<file path="config.mk">
export PLATFORM = sky130hd
export DESIGN_NAME = rsnh_div
export DESIGN_NICKNAME = d
export VERILOG_FILES = /design/src/sv/rsnh_div.sv
export SDC_FILE = /design/constraint.sdc
export NUM_CORES = 1
export LEC_CHECK = 0
export BUFFER_PORTS_ARGS = -buffer_cell sky130_fd_sc_hd__buf_2
export CORE_MARGIN = 2
export CORE_UTILIZATION = 40
export CTS_CLUSTER_SIZE = 10
export DETAILED_ROUTE_END_ITERATION = 6
export PLACE_DENSITY_LB_ADDON = 0.25
export SYNTH_ARGS = -nofsm -noshare
export SYNTH_HDL_FRONTEND = slang
export SYNTH_SLANG_ARGS = --single-unit
</file>
<file path="constraint.sdc">
create_clock -name aclk -period 4.75 [get_ports aclk]
set_input_delay 0.7125 -clock aclk [delete_from_list [all_inputs] [get_ports aclk]]
set_output_delay 0.7125 -clock aclk [all_outputs]
set_load 0.005 [all_outputs]
</file>
<file path="src/sv/rsnh_div.sv">
// Restoring divider, one quotient bit per cycle.
`default_nettype none
module rsnh_div #(
    parameter int NW = 52,
    parameter int DW = 34,
    parameter int QW = 17
) (
    input  wire logic          aclk,
    input  wire logic          aresetn,
    input  wire logic          start,
    input  wire logic [NW-1:0] num,
    input  wire logic [DW-1:0] den,
    output logic               done,
    output logic [QW-1:0]      quot
);
    localparam int CW = $clog2(QW+1);

    logic          busy_reg, done_reg;
    logic [CW-1:0] cnt_reg;
    logic [DW-1:0] rem_reg, den_reg;
    logic [QW-1:0] q_reg;
    logic [DW:0]   trial;
    logic          ge;

    assign trial = {rem_reg, q_reg[QW-1]};
    assign ge    = trial >= {1'b0, den_reg};

    always_ff @(posedge aclk) begin
        if (!aresetn) begin
            busy_reg <= 1'b0;
            done_reg <= 1'b0;
            cnt_reg  <= '0;
        end else begin
            done_reg <= 1'b0;
            if (start) begin
                busy_reg <= 1'b1;
                cnt_reg  <= CW'(QW);
            end else if (busy_reg) begin
                cnt_reg <= cnt_reg - 1'b1;
                if (cnt_reg == CW'(1)) begin
                    busy_reg <= 1'b0;
                    done_reg <= 1'b1;
                end
            end
        end
    end

    // top part of the numerator is below den since the quotient fits QW bits
    always_ff @(posedge aclk) begin
        if (start) begin
            rem_reg <= num[NW-1:QW];
            q_reg   <= num[QW-1:0];
            den_reg <= den;
        end else if (busy_reg) begin
            rem_reg <= ge ? DW'(trial - {1'b0, den_reg}) : trial[DW-1:0];
            q_reg   <= {q_reg[QW-2:0], ge};
        end
    end

    assign done = done_reg;
    assign quot = q_reg;
endmodule
`default_nettype wire

</file>
==> results of run 1 <==
Yosys cell counts, types with 3 or more instances:
library cell	count
mux2_4	4
inv_1	43
nor3b_1	7
o31ai_1	6
nor2b_1	12
a211oi_1	7
and4_1	3
a21oi_1	49
o21ai_0	24
edfxtp_1	85
or2_2	3
nand3_1	5
xnor2_1	14
mux2_2	43
a221o_1	6
dfxtp_1	7
nor2_1	31
clkbuf_1	15
nand4_1	10
a21o_1	17
or3_1	7
nand2b_1	9
nand2_1	29
nor3_1	16
xor2_1	13
buf_6	4
o21a_1	12
mux2i_1	3
ha_1	36
how the worst max path moves through the flow:
stage	startpoint	to
final	rem_reg[1]	rem_reg[6]
after global routing	rem_reg[3]	rem_reg[5]
after CTS	rem_reg[1]	rem_reg[6]
after detailed placement	rem_reg[1]	rem_reg[5]
after global placement	rem_reg[1]	rem_reg[7]
after floorplan	rem_reg[5]	rem_reg[12]
metal layers:
layer	up-vias	track usage	wire length, um
met1	2132	0.220	6210
li1	2270	-	-
met3	10	0.0510	666
met5	-	0	0
met2	104	0.279	6270
met4	0	0.0504	181
area by class of cell:
| class | instances | area share |
|---|---|---|
| repair buffers | 111 | 0.0828 |
| well taps | 184 | 0.0332 |
| clock inverters | 7 | 0.0101 |
| clock buffers | 9 | 0.0325 |
| inverters | 43 | 0.0233 |
| flip-flops and latches | 92 | 0.389 |
| multi-input cells | 400 | 0.429 |
logic make-up (layout without fill, tap and decap cells):
| kind of cell | Yosys count | in the layout | share of synthesized area |
|---|---|---|---|
| and+or+nand+nor | 143 | 143 | 0.126 |
| buffers and inverters | 65 | 170 | 0.0471 |
| DFF | 92 | 92 | 0.453 |
| xor gates and xnor gates | 27 | 27 | 0.0398 |
| muxes | 50 | 50 | 0.0966 |
| adders and majority gates | 37 | 37 | 0.0791 |
| AOI/OAI and AO/OA | 143 | 143 | 0.159 |
worst register-to-register path, stage by stage (launching register included):
cell      delay, ps
edfxtp_1        400
ha_1            390
nor2_1           60
a211o_1         290
a31oi_2         290
a211oi_2        180
o31ai_2         540
or2_1           190
buf_4           310
mux2_2          380
mux2_2          250
where the power goes:
| part | total [mW] | leakage [nW] | switching [mW] | internal [mW] |
|---|---|---|---|---|
| combinational | 1.51 | 1.87 | 0.811 | 0.703 |
| clock | 0.709 | 0.141 | 0.340 | 0.368 |
| sequential | 1.15 | 0.901 | 0.0729 | 1.07 |
through the flow:
| stage | cells | power (mW) |
|---|---|---|
| global route | 846 | 3.61 |
| CTS | 846 | 3.40 |
| detailed placement | 830 | 2.67 |
| floorplan | 557 | 2.34 |
| finish | 846 | 3.37 |
| global placement | 830 | 2.64 |
==> summary.md, run 1 <==
| Metric | Value |
|---|---|
| Pwr dens | 487 mW/mm^2 |
| ANT cells | 0 |
| Post_cts resized | 0 |
| Finish-stage setup viols | 0 |
| Crit end category | flop |
| Crit path buffers/inverters | 1 |
| Final WL | 13.3 mm |
| Cell mode on critical path | mux2_2 |
| Gp weighted congestion | 0.910 |
| # rows | 44 |
| Final Util | 0.476 |
| Synth unique cells | 57 |
| Status | finished clean |
| Die footprint | 0.0159 mm^2 |
| Setup TNS | 0 ps |
| Worst-path clk slew | 70 ps |
| Worst Max-Slew Pin Slew | 869 ps |
| Final Cycle Share | 0.748 |
| Min-Delay Endpoint | den_reg[29] |
| Syn nets | 683 |
| Largest net degree at the start of global routing | 59 |
| Clk_lat worst skew | 360 ps |
| Worst Path Required | 4860 ps |
| Antenna violations before repair | 0 |
| HPWL after detailed placement | 9.94 mm |
| Hold path cells | 1 |
| CTS tree | done |
| CTS buffer count | 9 |
| Min Hold Slack | 523 ps |
| GRT Resource Usage Total | 0.171 |
| Cells on worst reg2reg path | 10 |
| RR Endpoint | rem_reg[6] |
| DR iter-0 viols | 201 |
| Die width | 126 um |
| Worst path slowest cell | o31ai_2 |
| Setup WS post-layout | 1200 ps |
| DRT Pass-1 Iters | 5 |
| Global-route wire length before repair | 21.9 mm |
| Critical Path Fanout Max | 23 |
| Max IR drop VDD | 0.279 mV |
| DP Worst Slack | 1190 ps |
| # IOs | 107 |
| Overflow after GRT | 0 |
| H-Tree Depth | 3 |
| Routed vias/inst | 5.34 |
| Post-synth EDFFs | 85 |
| Syn avg cell area | 10.7 um^2 |
| Remaining DRCs | 0 |
| Fillers | 1,407 |
| Most common flop cell mapped by yosys | edfxtp_1 |
| Placed Area | 0.00663 mm^2 |
| Core Region | 0.0145 mm^2 |
| Reg2Reg Launch Point | rem_reg[1] |
| Fin Clk Skew | 12.6 ps |
| Design area | 0.00692 mm^2 |
| Die Ht | 126 um |
| Crit-path max cell delay | 540 ps |
| Synth area leader | edfxtp_1 |
| CP Cell Sequence | ha_1 -> nor2_1 -> a211o_1 -> a31oi_2 -> a211oi_2 -> o31ai_2 -> or2_1 -> buf_4 -> mux2_2 -> mux2_2 |
| Hold crit path type | input pin to flop |
| Fin crit period | 3550 ps |
| Ratio of cells with drive above 1 in the final layout | 0.278 |
| WS Path Type | flop to flop |
| Synth-to-layout area growth | 16.5% |
| Worst path depth | 10 |
| Cell count after synthesis | 557 |
| Top post-synthesis cells by area | edfxtp_1 (43%), mux2_2 (8.1%), ha_1 (7.6%), a21oi_1 (4.1%), inv_1 (2.7%) |
| Bufs on Longest Clock Path | 2 |
| Vias in the first global route | 4,580 |
| CTS sink cnt | 92 |
| Port Buffer Count | 105 |
| Leakage | 2.92 nW |
| Ys Warns | 0 |
| Footprint of the multi-input gates | 0.00297 mm^2 |
| Most frequent cells in the layout | buf_2 (104), edfxtp_1 (85), a21oi_1 (49), inv_1 (43), mux2_2 (43) |
| Max_slew headroom | 0.421 |
| Final Max Tran Viols | 0 |
| Post-DRT Antenna Nets | 0 |
| Post-CTS Setup Bufs | 0 |
| Max-Cap Viols | 0 |
| Syn Std Cell Area | 0.00594 mm^2 |
| Root buffer cell | clkbuf_16 |
| Commonest non-fill, non-tap cell in the layout | buf_2 |
| Initial Utilization | 0.409 |
| FF+latch count, synth | 92 |
| Critical path startpoint category | flop |
| Routed length per instance | 15.8 um |
| CTS Hold Buffers Added | 0 |
| Fmax | 282 MHz |
| Final hold vios | 0 |
| Delay-heaviest family, CP | compound AO/OA/AOI/OAI gates |
| Yosys top cell area share | 0.429 |
| R2R Setup Slk | 1200 ps |
| Worst path arrival time | 3660 ps |
| Worst hold start | den[29] |
| Via count | 4,516 |
| Final net count | 783 |
| Register area | 0.00269 mm^2 |
| Post-synthesis sequential area ratio | 0.453 |
| Asr flop ratio synth | 0 |
| Setup repair after global routing missed its margin | no |
(Power assumes the default switching activity.)
==> run 2: changes to the inputs <==
--- a/config.mk
+++ b/config.mk
@@ -5,6 +5,7 @@
 export SDC_FILE = /design/constraint.sdc
 export NUM_CORES = 1
 export LEC_CHECK = 0
+export ABC_AREA = 1
 export BUFFER_PORTS_ARGS = -buffer_cell sky130_fd_sc_hd__buf_2
 export CORE_MARGIN = 2
 export CORE_UTILIZATION = 40
==> constraint.sdc (replaced) <==
create_clock -name aclk -period 3.5 [get_ports aclk]
set_input_delay 0.525 -clock aclk [delete_from_list [all_inputs] [get_ports aclk]]
set_output_delay 0.525 -clock aclk [all_outputs]
set_load 0.005 [all_outputs]
==> run 2 against run 1 <==
  * Worst hold slack worse by 190 ps
  * Register-to-register slack worse by 320 ps
  * Cell area is 13% higher
  * Flip-flop and latch count stayed put
  * Clock-buffer cell count is 1 higher
  * Critical path type unchanged
  * Sequential power is 30% higher
  * Global-route usage is 2.1 points higher
==> summary.md, run 2 <==
| Metric | Value |
|---|---|
| Largest net degree at the start of global routing | 87 |
| Post-DRT Antenna Nets | 0 |
| Register area | 0.00269 mm^2 |
| Fin crit period | 2620 ps |
| Asr flop ratio synth | 0 |
| Worst path slowest cell | ha_1 |
| Worst hold start | den[22] |
| Bufs on Longest Clock Path | 2 |
| Crit-path max cell delay | 420 ps |
| RR Endpoint | rem_reg[14] |
| FF+latch count, synth | 92 |
| Pwr dens | 576 mW/mm^2 |
| Post-synth EDFFs | 85 |
| Fmax | 382 MHz |
| Leakage | 4.25 nW |
| Syn nets | 1,090 |
| Placed Area | 0.00753 mm^2 |
| DRT Pass-1 Iters | 4 |
| Cell count after synthesis | 964 |
| Most frequent cells in the layout | nand2_1 (431), inv_1 (163), buf_2 (104), edfxtp_1 (85) |
| Worst path depth | 11 |
| Critical Path Fanout Max | 19 |
| Fillers | 1,757 |
| Pwr Total | 4.51 mW |
| H-Tree Depth | 3 |
| Worst Path Required | 3610 ps |
| CTS tree | done |
| Post_cts resized | 0 |
| Antenna violations before repair | 0 |
| Most frequent cell after synthesis | nand2_1 |
| CTS sink cnt | 92 |
| HPWL after detailed placement | 12.5 mm |
| Delay-heaviest family, CP | simple AND/OR/NAND/NOR gates |
| Synth-to-layout area growth | 15.2% |
| Footprint of the multi-input gates | 0.00335 mm^2 |
| Final WL | 16.7 mm |
| Gp weighted congestion | 0.883 |
| Commonest non-fill, non-tap cell in the layout | nand2_1 |
| Post-CTS Setup Bufs | 0 |
| Crit path buffers/inverters | 1 |
| Setup WS post-layout | 879 ps |
| Initial Utilization | 0.410 |
| Top post-synthesis cells by area | edfxtp_1 (38%), nand2_1 (24%), inv_1 (9.0%), ha_1 (6.6%), nand3b_1 (4.2%) |
| # IOs | 107 |
| DP Worst Slack | 897 ps |
| Worst-path clk slew | 80 ps |
| Crit path launch | rem_reg[24] |
| Synth area leader | edfxtp_1 |
| CTS Hold Buffers Added | 0 |
| Design area | 0.00783 mm^2 |
| Core Region | 0.0166 mm^2 |
| Worst path arrival time | 2730 ps |
| Finish-stage setup viols | 0 |
| DR iter-0 viols | 338 |
| Max_slew headroom | 0.386 |
| Post-synthesis sequential area ratio | 0.396 |
| Max IR drop VDD | 0.269 mV |
| Die width | 134 um |
| Port Buffer Count | 105 |
| Routed length per instance | 13.0 um |
| Max-Cap Viols | 0 |
| Overflow after GRT | 0 |
| Ratio of cells with drive above 1 in the final layout | 0.143 |
| Syn Std Cell Area | 0.00680 mm^2 |
| Crit end category | flop |
| # rows | 47 |
| R2R Setup Slk | 880 ps |
| Fin Clk Skew | 16.9 ps |
| CTS buffer count | 9 |
| Die Ht | 134 um |
| Critical Path End | rem_reg[14] |
| Hold crit path type | input pin to flop |
| Routed vias/inst | 4.62 |
| Final hold vios | 0 |
| Setup repair after global routing missed its margin | no |
| Root buffer cell | clkbuf_16 |
| Most common flop cell mapped by yosys | edfxtp_1 |
| Critical path startpoint category | flop |
| Final net count | 1,192 |
| Synth unique cells | 34 |
| Die footprint | 0.0180 mm^2 |
| Ys Warns | 0 |
| Via count | 5,963 |
| Cells on worst reg2reg path | 11 |
| Status | finished clean |
| ANT cells | 0 |
| Global-route wire length before repair | 27.5 mm |
| Post-synth top cells | nand2_1 (432), inv_1 (163), edfxtp_1 (85) |
| Setup TNS | 0 ps |
| Final Max Tran Viols | 0 |
| Final Cycle Share | 0.749 |
| CP Cell Sequence | ha_1 -> nand2_1 -> nor2_1 -> nand2_1 -> nor2_1 -> a21oi_2 -> nand2_4 -> buf_4 -> nand2_1 -> nand3_1 -> nand2_1 |
| GRT Resource Usage Total | 0.191 |
| Clk_lat worst skew | 360 ps |
| WS Path Type | flop to flop |
| Worst Max-Slew Pin Slew | 921 ps |
| Cell mode on critical path | nand2_1 |
| Remaining DRCs | 0 |
| Syn avg cell area | 7.05 um^2 |
| Reg2Reg Launch Point | rem_reg[24] |
| Yosys top cell area share | 0.376 |
| Final Util | 0.472 |
| Vias in the first global route | 5,746 |
[run 2: cell count changes after synthesis, moves of 28 or more]
cell | before | now
mux2_2 | 43 | 0
nand2_1 | 29 | 432
nand3b_1 | 1 | 38
nand3_1 | 5 | 47
inv_1 | 43 | 163
a21oi_1 | 49 | 21
[run 2: metal layers]
| metal | vias to the layer above | GRT usage | share of wire |
|---|---|---|---|
| met4 | 0 | 0.0550 | 0.013 |
| met2 | 116 | 0.309 | 0.44 |
| met1 | 2647 | 0.259 | 0.50 |
| met3 | 13 | 0.0420 | 0.050 |
| li1 | 3187 | - | - |
| met5 | - | 0 | 0 |
[run 2: area by class of cell]
type                    count  share of cell area
repair buffers            112              0.0742
inverters                 168              0.0806
multi-input cells         683               0.428
flip-flops and latches     92               0.344
clock inverters             6             0.00719
well taps                 220              0.0352
clock buffers              10              0.0305
[run 2: power by group]
| part | internal [mW] | switching, mW |
|---|---|---|
| clock | 0.517 | 0.475 |
| sequential | 1.42 | 0.0790 |
| combinational | 0.739 | 1.28 |
| total | 2.67 | 1.83 |
[run 2: how the worst min path moves through the flow]
stage	end	cells after the start
floorplan	cnt_reg[1]	2
global placement	cnt_reg[1]	2
detailed placement	cnt_reg[1]	2
CTS	den_reg[25]	1
global route	den_reg[25]	1
finish	den_reg[22]	1
[run 2: metrics by stage]
step	hold slack, ps	cells
after floorplan	476	964
after global placement	491	1275
after detailed placement	500	1275
after CTS	314	1291
after global routing	317	1291
final	330	1291
[run 2: cell families (layout without fill, tap and decap cells)]
| kind of cell | count (synthesis) | count (layout) | share of synthesized area |
|---|---|---|---|
| AND/OR/NAND/NOR | 595 | 595 | 0.374 |
| AO/OA/AOI/OAI | 33 | 33 | 0.0263 |
| flip-flops | 92 | 92 | 0.396 |
| XOR/XNOR | 18 | 18 | 0.0232 |
| adder cells (fa/ha/maj) | 37 | 37 | 0.0692 |
| buffers and inverters | 189 | 296 | 0.111 |
